### src/design/ps2dle_pkg.sv
// ----------------------------------------------------------------------------
// ps2dle_pkg
// Shared types and constants of the PS/2 device link engine.
// ----------------------------------------------------------------------------
package ps2dle_pkg;

   // Transaction kinds on the request channel.
   localparam logic CMD_TICK    = 1'b0;
   localparam logic CMD_ENQUEUE = 1'b1;

   // Bit step codes of the link sequencer.
   localparam logic [3:0] STEP_IDLE      = 4'd0;
   localparam logic [3:0] STEP_START     = 4'd1;
   localparam logic [3:0] STEP_LAST_DATA = 4'd9;
   localparam logic [3:0] STEP_PARITY    = 4'd10;
   localparam logic [3:0] STEP_ACK       = 4'd11;
   localparam logic [3:0] STEP_DONE      = 4'd12;

   // Host commands with a multi-byte reply, and the reply bytes.
   localparam logic [7:0] HOST_RESET   = 8'hFF;
   localparam logic [7:0] HOST_READ_ID = 8'hF2;
   localparam logic [7:0] BYTE_ACK     = 8'hFA;
   localparam logic [7:0] BYTE_BAT_OK  = 8'hAA;
   localparam logic [7:0] BYTE_ID_LOW  = 8'hAB;
   localparam logic [7:0] BYTE_ID_HIGH = 8'h83;
   localparam logic [7:0] RX_MSB       = 8'h80;

   // Reply kinds loaded into the cleared queue.
   localparam logic [1:0] REPLY_ACK   = 2'd0;
   localparam logic [1:0] REPLY_RESET = 2'd1;
   localparam logic [1:0] REPLY_ID    = 2'd2;

   typedef struct packed {
      logic       push;
      logic [7:0] push_byte;
      logic       pop;
      logic       reply;
      logic [1:0] reply_kind;
   } queue_op_type;

   typedef struct packed {
      logic       not_empty;
      logic [7:0] head_byte;
   } queue_status_type;

   typedef struct packed {
      logic       drive_clock_low;
      logic       drive_data_low;
      logic       rx_valid;
      logic [7:0] rx_byte;
      logic       tx_done;
   } link_result_type;

endpackage

### src/design/ps2_device_link_engine_top.sv
// ----------------------------------------------------------------------------
// ps2_device_link_engine_top
// An accepted transaction is held in the request register until the sequencer
// processes it, and its result is registered in the response register.
// Throughput: one transaction per cycle unless rsp_ready stalls the response,
// set by the single stage of sequencer and queue logic between the registers.
// Reset (synchronous, active high) empties the queue, releases both lines and
// returns the bit step sequencer to idle in device send mode.
// ----------------------------------------------------------------------------
module ps2_device_link_engine_top #(
   parameter int QUEUE_DEPTH = 128
) (
   input  logic       clock,
   input  logic       reset,
   input  logic       req_valid,
   output logic       req_ready,
   input  logic       req_command,
   input  logic       req_line_clock,
   input  logic       req_line_data,
   input  logic [7:0] req_send_byte,
   output logic       rsp_valid,
   input  logic       rsp_ready,
   output logic       rsp_drive_clock_low,
   output logic       rsp_drive_data_low,
   output logic       rsp_rx_valid,
   output logic [7:0] rsp_rx_byte,
   output logic       rsp_tx_done
);

   // Request register. It holds one accepted transaction until the sequencer
   // processes it; processing happens whenever the response register is free
   // or is being emptied in the same cycle.
   logic       s1_valid_ff, s1_valid_in;
   logic       s1_command_ff;
   logic       s1_line_clock_ff;
   logic       s1_line_data_ff;
   logic [7:0] s1_send_byte_ff;

   // Response register.
   logic                        rsp_valid_ff, rsp_valid_in;
   ps2dle_pkg::link_result_type rsp_ff;

   logic                         advance;
   logic                         fire;
   logic                         req_take;
   ps2dle_pkg::queue_op_type     queue_op;
   ps2dle_pkg::queue_status_type queue_status;
   ps2dle_pkg::link_result_type  link_result;

   assign advance   = ~rsp_valid_ff | rsp_ready;
   assign fire      = s1_valid_ff & advance;
   assign req_ready = ~s1_valid_ff | advance;
   assign req_take  = req_valid & req_ready;

   always_comb begin
      s1_valid_in = s1_valid_ff;
      if (req_take) begin
         s1_valid_in = 1'b1;
      end else if (fire) begin
         s1_valid_in = 1'b0;
      end
   end

   always_comb begin
      rsp_valid_in = rsp_valid_ff;
      if (fire) begin
         rsp_valid_in = 1'b1;
      end else if (rsp_ready) begin
         rsp_valid_in = 1'b0;
      end
   end

   always_ff @(posedge clock) begin
      if (reset) begin
         s1_valid_ff  <= 1'b0;
         rsp_valid_ff <= 1'b0;
      end else begin
         s1_valid_ff  <= s1_valid_in;
         rsp_valid_ff <= rsp_valid_in;
      end
   end

   // Payload registers carry no reset; their valid flags guard them.
   always_ff @(posedge clock) begin
      if (req_take) begin
         s1_command_ff    <= req_command;
         s1_line_clock_ff <= req_line_clock;
         s1_line_data_ff  <= req_line_data;
         s1_send_byte_ff  <= req_send_byte;
      end
      if (fire) begin
         rsp_ff <= link_result;
      end
   end

   // The sequencer moves through its bit steps on tick transactions and issues
   // at most one queue operation: an enqueue, a removal after a finished send,
   // or a clear-and-load of the reply to a host byte with good parity.
   ps2dle_link u_link (
      .clock      (clock),
      .reset      (reset),
      .fire       (fire),
      .command    (s1_command_ff),
      .line_clock (s1_line_clock_ff),
      .line_data  (s1_line_data_ff),
      .send_byte  (s1_send_byte_ff),
      .status     (queue_status),
      .op         (queue_op),
      .result     (link_result)
   );

   // The queue keeps the head byte registered so that a send can start in
   // the same cycle that the start step is processed.
   ps2dle_queue #(
      .QUEUE_DEPTH (QUEUE_DEPTH)
   ) u_queue (
      .clock  (clock),
      .reset  (reset),
      .op     (queue_op),
      .status (queue_status)
   );

   assign rsp_valid           = rsp_valid_ff;
   assign rsp_drive_clock_low = rsp_ff.drive_clock_low;
   assign rsp_drive_data_low  = rsp_ff.drive_data_low;
   assign rsp_rx_valid        = rsp_ff.rx_valid;
   assign rsp_rx_byte         = rsp_ff.rx_byte;
   assign rsp_tx_done         = rsp_ff.tx_done;

endmodule

### src/design/ps2dle_queue.sv
// ----------------------------------------------------------------------------
// ps2dle_queue
// Transmit ring buffer with a registered head read and reply override slots.
// ----------------------------------------------------------------------------
module ps2dle_queue #(
   parameter int QUEUE_DEPTH = 128
) (
   input  logic                        clock,
   input  logic                        reset,
   input  ps2dle_pkg::queue_op_type    op,
   output ps2dle_pkg::queue_status_type status
);

   localparam int AW = $clog2(QUEUE_DEPTH);

   logic [7:0]    mem [QUEUE_DEPTH];
   logic [AW-1:0] head_ff, head_in;
   logic [AW-1:0] tail_ff, tail_in;
   logic [2:0]    ovr_valid_ff, ovr_valid_in;
   logic [1:0]    ovr_kind_ff, ovr_kind_in;
   logic [7:0]    head_mem_ff;
   logic          ovr_hit;
   logic [7:0]    ovr_byte;

   function automatic logic [AW-1:0] ring_next(input logic [AW-1:0] i);
      return (i == AW'(QUEUE_DEPTH - 1)) ? '0 : i + AW'(1);
   endfunction

   function automatic logic [AW-1:0] reply_count(input logic [1:0] kind);
      logic [AW-1:0] n;
      case (kind)
         ps2dle_pkg::REPLY_RESET: n = AW'(2);
         ps2dle_pkg::REPLY_ID:    n = AW'(3);
         default:                 n = AW'(1);
      endcase
      return n;
   endfunction

   function automatic logic [2:0] reply_mask(input logic [1:0] kind);
      logic [2:0] m;
      case (kind)
         ps2dle_pkg::REPLY_RESET: m = 3'b011;
         ps2dle_pkg::REPLY_ID:    m = 3'b111;
         default:                 m = 3'b001;
      endcase
      return m;
   endfunction

   always_comb begin
      head_in      = head_ff;
      tail_in      = tail_ff;
      ovr_valid_in = ovr_valid_ff;
      ovr_kind_in  = ovr_kind_ff;
      if (op.reply) begin
         head_in      = '0;
         tail_in      = reply_count(op.reply_kind);
         ovr_valid_in = reply_mask(op.reply_kind);
         ovr_kind_in  = op.reply_kind;
      end else if (op.push) begin
         tail_in = ring_next(tail_ff);
         if (ring_next(tail_ff) == head_ff) begin
            head_in = ring_next(head_ff);
         end
         // A byte written over a reply slot replaces the reply byte there.
         if (tail_ff < AW'(3)) begin
            ovr_valid_in[tail_ff[1:0]] = 1'b0;
         end
      end else if (op.pop && (head_ff != tail_ff)) begin
         head_in = ring_next(head_ff);
      end
   end

   always_ff @(posedge clock) begin
      if (reset) begin
         head_ff      <= '0;
         tail_ff      <= '0;
         ovr_valid_ff <= '0;
         ovr_kind_ff  <= ps2dle_pkg::REPLY_ACK;
      end else begin
         head_ff      <= head_in;
         tail_ff      <= tail_in;
         ovr_valid_ff <= ovr_valid_in;
         ovr_kind_ff  <= ovr_kind_in;
      end
   end

   always_ff @(posedge clock) begin
      if (op.push) begin
         mem[tail_ff] <= op.push_byte;
      end
   end

   // The head entry is read into a register from the next head index; a write to that entry bypasses.
   always_ff @(posedge clock) begin
      if (op.push && !op.reply && (tail_ff == head_in)) begin
         head_mem_ff <= op.push_byte;
      end else begin
         head_mem_ff <= mem[head_in];
      end
   end

   always_comb begin
      ovr_hit  = 1'b0;
      ovr_byte = ps2dle_pkg::BYTE_ACK;
      if (head_ff < AW'(3)) begin
         case (head_ff[1:0])
            2'd0: begin
               ovr_hit  = ovr_valid_ff[0];
               ovr_byte = ps2dle_pkg::BYTE_ACK;
            end
            2'd1: begin
               ovr_hit  = ovr_valid_ff[1];
               ovr_byte = (ovr_kind_ff == ps2dle_pkg::REPLY_RESET) ?
                          ps2dle_pkg::BYTE_BAT_OK : ps2dle_pkg::BYTE_ID_LOW;
            end
            default: begin
               ovr_hit  = ovr_valid_ff[2];
               ovr_byte = ps2dle_pkg::BYTE_ID_HIGH;
            end
         endcase
      end
   end

   assign status.not_empty = (head_ff != tail_ff);
   assign status.head_byte = ovr_hit ? ovr_byte : head_mem_ff;

endmodule

### src/design/ps2dle_link.sv
// ----------------------------------------------------------------------------
// ps2dle_link
// Bit step sequencer of the PS/2 device link: send, receive and acknowledge.
// ----------------------------------------------------------------------------
module ps2dle_link (
   input  logic                          clock,
   input  logic                          reset,
   input  logic                          fire,
   input  logic                          command,
   input  logic                          line_clock,
   input  logic                          line_data,
   input  logic [7:0]                    send_byte,
   input  ps2dle_pkg::queue_status_type  status,
   output ps2dle_pkg::queue_op_type      op,
   output ps2dle_pkg::link_result_type   result
);

   logic       own_clock_high_ff, own_clock_high_in;
   logic [3:0] bit_step_ff, bit_step_in;
   logic       ones_parity_ff, ones_parity_in;
   logic [7:0] shift_byte_ff, shift_byte_in;
   logic       device_sending_ff, device_sending_in;
   logic       data_held_low_ff, data_held_low_in;
   logic       rx_valid;
   logic       tx_done;

   always_comb begin
      logic [7:0] rx_shift;
      rx_shift          = shift_byte_ff;
      own_clock_high_in = own_clock_high_ff;
      bit_step_in       = bit_step_ff;
      ones_parity_in    = ones_parity_ff;
      shift_byte_in     = shift_byte_ff;
      device_sending_in = device_sending_ff;
      data_held_low_in  = data_held_low_ff;
      op                = '0;
      rx_valid          = 1'b0;
      tx_done           = 1'b0;

      if (fire) begin
         if (command == ps2dle_pkg::CMD_ENQUEUE) begin
            op.push      = 1'b1;
            op.push_byte = send_byte;
         end else if (bit_step_ff == ps2dle_pkg::STEP_IDLE) begin
            // The data line at rest tells whether the host wants to send.
            device_sending_in = line_data;
            if (line_clock) begin
               bit_step_in = ps2dle_pkg::STEP_START;
            end
         end else if (bit_step_ff <= ps2dle_pkg::STEP_PARITY) begin
            if (own_clock_high_ff && line_clock) begin
               if (bit_step_ff == ps2dle_pkg::STEP_START) begin
                  if (device_sending_ff) begin
                     if (status.not_empty) begin
                        shift_byte_in     = status.head_byte;
                        ones_parity_in    = 1'b0;
                        data_held_low_in  = 1'b1;
                        own_clock_high_in = 1'b0;
                     end else begin
                        bit_step_in = ps2dle_pkg::STEP_IDLE;
                     end
                  end else begin
                     shift_byte_in     = '0;
                     ones_parity_in    = 1'b0;
                     own_clock_high_in = 1'b0;
                  end
               end else if (bit_step_ff <= ps2dle_pkg::STEP_LAST_DATA) begin
                  if (device_sending_ff) begin
                     data_held_low_in = ~shift_byte_ff[0];
                     ones_parity_in   = ones_parity_ff ^ shift_byte_ff[0];
                     shift_byte_in    = shift_byte_ff >> 1;
                  end else begin
                     if (line_data) begin
                        rx_shift       = rx_shift | ps2dle_pkg::RX_MSB;
                        ones_parity_in = ~ones_parity_ff;
                     end
                     if (bit_step_ff < ps2dle_pkg::STEP_LAST_DATA) begin
                        rx_shift = rx_shift >> 1;
                     end
                     shift_byte_in = rx_shift;
                  end
                  own_clock_high_in = 1'b0;
               end else begin
                  if (device_sending_ff) begin
                     data_held_low_in = ones_parity_ff;
                  end else if (ones_parity_ff ^ line_data) begin
                     rx_valid = 1'b1;
                     op.reply = 1'b1;
                     if (shift_byte_ff == ps2dle_pkg::HOST_RESET) begin
                        op.reply_kind = ps2dle_pkg::REPLY_RESET;
                     end else if (shift_byte_ff == ps2dle_pkg::HOST_READ_ID) begin
                        op.reply_kind = ps2dle_pkg::REPLY_ID;
                     end else begin
                        op.reply_kind = ps2dle_pkg::REPLY_ACK;
                     end
                  end
                  own_clock_high_in = 1'b0;
               end
            end else if (own_clock_high_ff) begin
               // The host holds the clock low: abort, the byte stays queued.
               data_held_low_in = 1'b0;
               bit_step_in      = ps2dle_pkg::STEP_IDLE;
            end else begin
               own_clock_high_in = 1'b1;
               bit_step_in       = bit_step_ff + 4'd1;
            end
         end else if (bit_step_ff == ps2dle_pkg::STEP_ACK) begin
            if (own_clock_high_ff) begin
               data_held_low_in  = ~device_sending_ff;
               own_clock_high_in = 1'b0;
            end else begin
               own_clock_high_in = 1'b1;
               data_held_low_in  = 1'b0;
               if (device_sending_ff && status.not_empty) begin
                  op.pop  = 1'b1;
                  tx_done = 1'b1;
               end
               bit_step_in = ps2dle_pkg::STEP_DONE;
            end
         end else begin
            bit_step_in = ps2dle_pkg::STEP_IDLE;
         end
      end
   end

   always_ff @(posedge clock) begin
      if (reset) begin
         own_clock_high_ff <= 1'b1;
         bit_step_ff       <= ps2dle_pkg::STEP_IDLE;
         ones_parity_ff    <= 1'b0;
         shift_byte_ff     <= '0;
         device_sending_ff <= 1'b1;
         data_held_low_ff  <= 1'b0;
      end else begin
         own_clock_high_ff <= own_clock_high_in;
         bit_step_ff       <= bit_step_in;
         ones_parity_ff    <= ones_parity_in;
         shift_byte_ff     <= shift_byte_in;
         device_sending_ff <= device_sending_in;
         data_held_low_ff  <= data_held_low_in;
      end
   end

   assign result.drive_clock_low = ~own_clock_high_in;
   assign result.drive_data_low  = data_held_low_in;
   assign result.rx_valid        = rx_valid;
   assign result.rx_byte         = rx_valid ? shift_byte_ff : 8'h00;
   assign result.tx_done         = tx_done;

endmodule
### config.mk
export PLATFORM = sky130hd
export DESIGN_NAME = ps2_device_link_engine_top
export DESIGN_NICKNAME = d
export VERILOG_FILES = /design/src/design/ps2dle_pkg.sv /design/src/design/ps2_device_link_engine_top.sv /design/src/design/ps2dle_queue.sv /design/src/design/ps2dle_link.sv
export SDC_FILE = /design/constraint.sdc
export NUM_CORES = 1
export LEC_CHECK = 0
export ABC_AREA = 1
export BUFFER_PORTS_ARGS = -buffer_cell sky130_fd_sc_hd__buf_2
export CELL_PAD_IN_SITES_DETAIL_PLACEMENT = 2
export CELL_PAD_IN_SITES_GLOBAL_PLACEMENT = 2
export CORE_ASPECT_RATIO = 1.75
export CORE_UTILIZATION = 45
export CTS_CLUSTER_SIZE = 16
export DETAILED_ROUTE_END_ITERATION = 10
export GPL_ROUTABILITY_DRIVEN = 0
export PLACE_DENSITY = 0.93
export SYNTH_ARGS = -nofsm -noshare
export SYNTH_HDL_FRONTEND = slang
export SYNTH_SLANG_ARGS = --single-unit
### constraint.sdc
create_clock -name clock -period 13.5 [get_ports clock]
set_input_delay 0.675 -clock clock [delete_from_list [all_inputs] [get_ports clock]]
set_output_delay 0.675 -clock clock [all_outputs]
set_load 0.01 [all_outputs]
==> results.md <==
* Xor-xnor portion of the synthesized cell area at 0.00308
* First-pass GRT wire length at 305000 µm
* Syn avg cell area at 11.3 µm²
* Fillers at 9484
* Fin. Hold Viols at 0
* Vias per cell at 6.91
* Boundary Pins at 29
* Share of cells above drive strength 1 at 0.0703
* Drt pass-1 iters at 6
* Min-Delay Startpoint: req_send_byte[5]
* Data required, critical path at 14.06 ns
* Fmax at 0.179 GHz
* Sequential area share after synthesis at 0.711
* Slew @ Worst Pin at 1.46 ns
* CTS Buf Count at 95
* Core footprint at 99700 µm²
* Crit path kind: flip-flop to flip-flop
* Main area contributors after synthesis: edfxtp_1, nand3_1, nand2_1, dfxtp_1, nor2_1
* Post-synth top area share at 0.692
* Slew Viols, Final at 0
* GRT overflow at 0
* Register bit total from synthesis at 1091
* Final HPWL DP at 110000 µm
* Final cell count without fillers at 5372
* Complex-gate fraction of the synthesized area at 0.0186
* Root buf cell: clkbuf_16
* Netlist cell types at 47
* Hold Slack at 0.123 ns
* DRT antenna net count at 0
* CP Max Fanout at 138
* CTS hold repair buffers at 0
* Placement Setup Slack at 8.46 ns
* Post-synthesis adder-cell area fraction at 0.00385
* Final setup vio count at 0
* Crit path largest cell delay at 0.82 ns
* Avg WL per Cell at 39.5 µm
* Clock buffer depth at 3
* Largest family of logic cells by synthesized area: simple AND/OR/NAND/NOR gates
* Worst Path Arrival at 6.15 ns
* DRC at 0
* Power per cell area at 153 nW/µm²
* CTS tree: yes
* Initial antenna violation count at 9
* Worst path slowest cell: buf_4
* Clock-pin slew on the worst setup and hold paths at 0.08 ns
* Die area at 102000 µm²
* Worst skew pair latency at 0.74 ns
* Vias in the first global route at 39400
* Die H at 422 µm
* Reg2Reg Setup Slack at 7.91 ns
* Pwr Total at 0.00764 W
* H-tree level count at 3
* Crit-path cells: inv_8 > buf_4 > buf_4 > nand3_1 > nand3_1 > nand2_1 > nand2_1 > nand3_1 > nand3_1 > nand2_1 > nand2_1 > nand3_1 > nand2_1 > a21oi_1
* Slew margin rel. at 0.0257
* Mux share of post-synthesis cell area at 0
* Biggest area consumer among synthesized cells: edfxtp_1
* Startpoint Class: flip-flop
* Worst Hold Class: input port to flip-flop
* Final WS setup at 7.91 ns
* Worst Clk Skew at 0.0337 ns
* Post-Syn Nets at 4069
* Simple-gate area share of the yosys netlist at 0.229
* Dpl cells at 5189
* GRT Overall Usage at 0.417
* Port Buffers at 28
* RSZ-0062 raised after global routing: false
* Worst hold path cell count at 1
* YS warnings at 0
* Syn-to-layout area delta at 9.75%
* Max Cap Viol at 0
* Multi-input logic area at 11700 µm²
* Status: complete, no violations
* Iteration-0 DRC count of the detailed router at 5245
* Die X at 242 µm
* Register area at 32300 µm²
* Clk sink count at 1091
* Setup TNS at 0 ns
* LEAKAGE at 17.8 nW
* # rows at 153
* Post_cts resized at 0
* Vias at 37100
* Worst-case reg-to-reg path depth at 14
* Hold path endpoint: s1_send_byte_ff[5]
* Postcts setup bufs at 0
* Starting density of the core at 0.456
* Post-Synthesis Cell Area at 45500 µm²
* Final Cycle Share at 0.414
* CP Capture Type: flip-flop
* R2r endpoint: u_link.shift_byte_ff[1]
* Synth Instances at 4040
* Largest net degree at the start of global routing at 188
* Maximum vdd drop at 0.000142 V
* Final min period at 5.59 ns
* Total wire length at 212000 µm
* # nets final at 4000
-- worst max-delay path: cells and delay by family, from the launching register on --
family                 cells  cell delay (ns)
AO/OA/AOI/OAI              1             0.15
buffers and inverters      3             2.24
flip-flops                 1             0.55
AND/OR/NAND/NOR           10             2.18
-- flip-flops by register name, indices dropped and copies added, names as in the netlist, 2 cells and up, named ones only --
name and cells:
s1_send_byte_ff 8, u_link.bit_step_ff 4, rsp_rx_byte 8, u_queue.mem 1024, u_link.shift_byte_ff 8, u_queue.ovr_kind_ff 2, u_queue.ovr_valid_ff 3, u_queue.tail_ff 7
u_queue.head_ff 7
-- area by class of cell --
cell class	count	share of cell area
Timing Repair Buffer	83	0.0116
Sequential cell	1091	0.648
Multi-Input combinational cell	2590	0.234
Inverter	110	0.00870
Tap cell	1317	0.0330
Antenna cell	2	0.000100
Clock buffer	114	0.0495
Clock inverter	65	0.0154
-- kinds of logic after synthesis --
group / count (synthesis)
simple gates: 2407
flops: 1091
buf+inv: 359
compound gates: 156
fa+ha+maj: 14
xor+xnor: 13
-- worst max path at each step --
stage	from	to	slack [ns]	cells after the start
after detailed placement	flip-flop	u_link.shift_byte_ff[1]	8.46	15
after CTS	flip-flop	u_link.shift_byte_ff[1]	8.20	15
final	flip-flop	u_link.shift_byte_ff[1]	7.91	14
after global placement	flip-flop	u_link.shift_byte_ff[7]	8.86	15
after floorplan	rsp_ready	u_queue.mem[0][0]	8.44	4
after global routing	flip-flop	u_link.shift_byte_ff[1]	7.92	15
-- cell usage after synthesis, drive strengths merged --
master  instances
inv           107
o21ai          72
nand3         929
o311ai          1
nand4          17
clkinv          3
o211ai          2
xnor2           4
or2             3
or3             2
and3            1
a211oi          2
o22ai          12
clkbuf         95
o31ai           2
nor2          204
o32ai           1
a31oi           1
nor3           23
edfxtp       1047
dfxtp          44
ha             14
buf           154
a21oi          62
nor4            3
xor2            9
nor3b           1
nand2        1224
a21o            1
-- placed cells by master (no fill, tap or decap), types with 3 or more instances in the layout --
cell type   instances
buf_4              52
nor4_1              3
nand4_1            15
nor3_1             22
inv_1              87
clkbuf_16          96
dfxtp_4             3
nor2_2              4
a21oi_2             3
clkinvlp_4          5
nor2_1            190
o21ai_1            17
xor2_1              7
xnor2_1             4
nand3_2             4
nand2_2             4
clkinv_1           24
nor2_4              8
clkbuf_1           18
o21ai_0            55
o22ai_1            12
inv_2              15
buf_2              28
inv_6               3
a21oi_1            58
nand2_1          1215
nand3_1           925
clkinv_2           17
bufinv_16          16
dfxtp_1            40
edfxtp_1         1047
nand2_4             5
ha_1               14
-- per-layer routing --
| metal | part of all wire | track usage | vias up |
|---|---|---|---|
| met5 | 0.00039 | 0 | - |
| li1 | - | - | 14000 |
| met1 | 0.33 | 0.470 | 18900 |
| met2 | 0.48 | 0.676 | 3091 |
| met4 | 0.099 | 0.344 | 14 |
| met3 | 0.092 | 0.0933 | 1094 |
-- per-stage QoR --
stage,utilization,instance area [µm²]
final,0.500,49900
after CTS,0.500,49900
after floorplan,-,45500
after global placement,0.468,46600
after detailed placement,0.468,46600
after global routing,0.500,49900
-- power breakdown --
part	internal, W	switching [W]
Clock	0.00163	0.00149
Sequential	0.00369	0.0000310
Combinational	0.000156	0.000640
Total	0.00547	0.00216
Power figures use the tool's default switching activity.
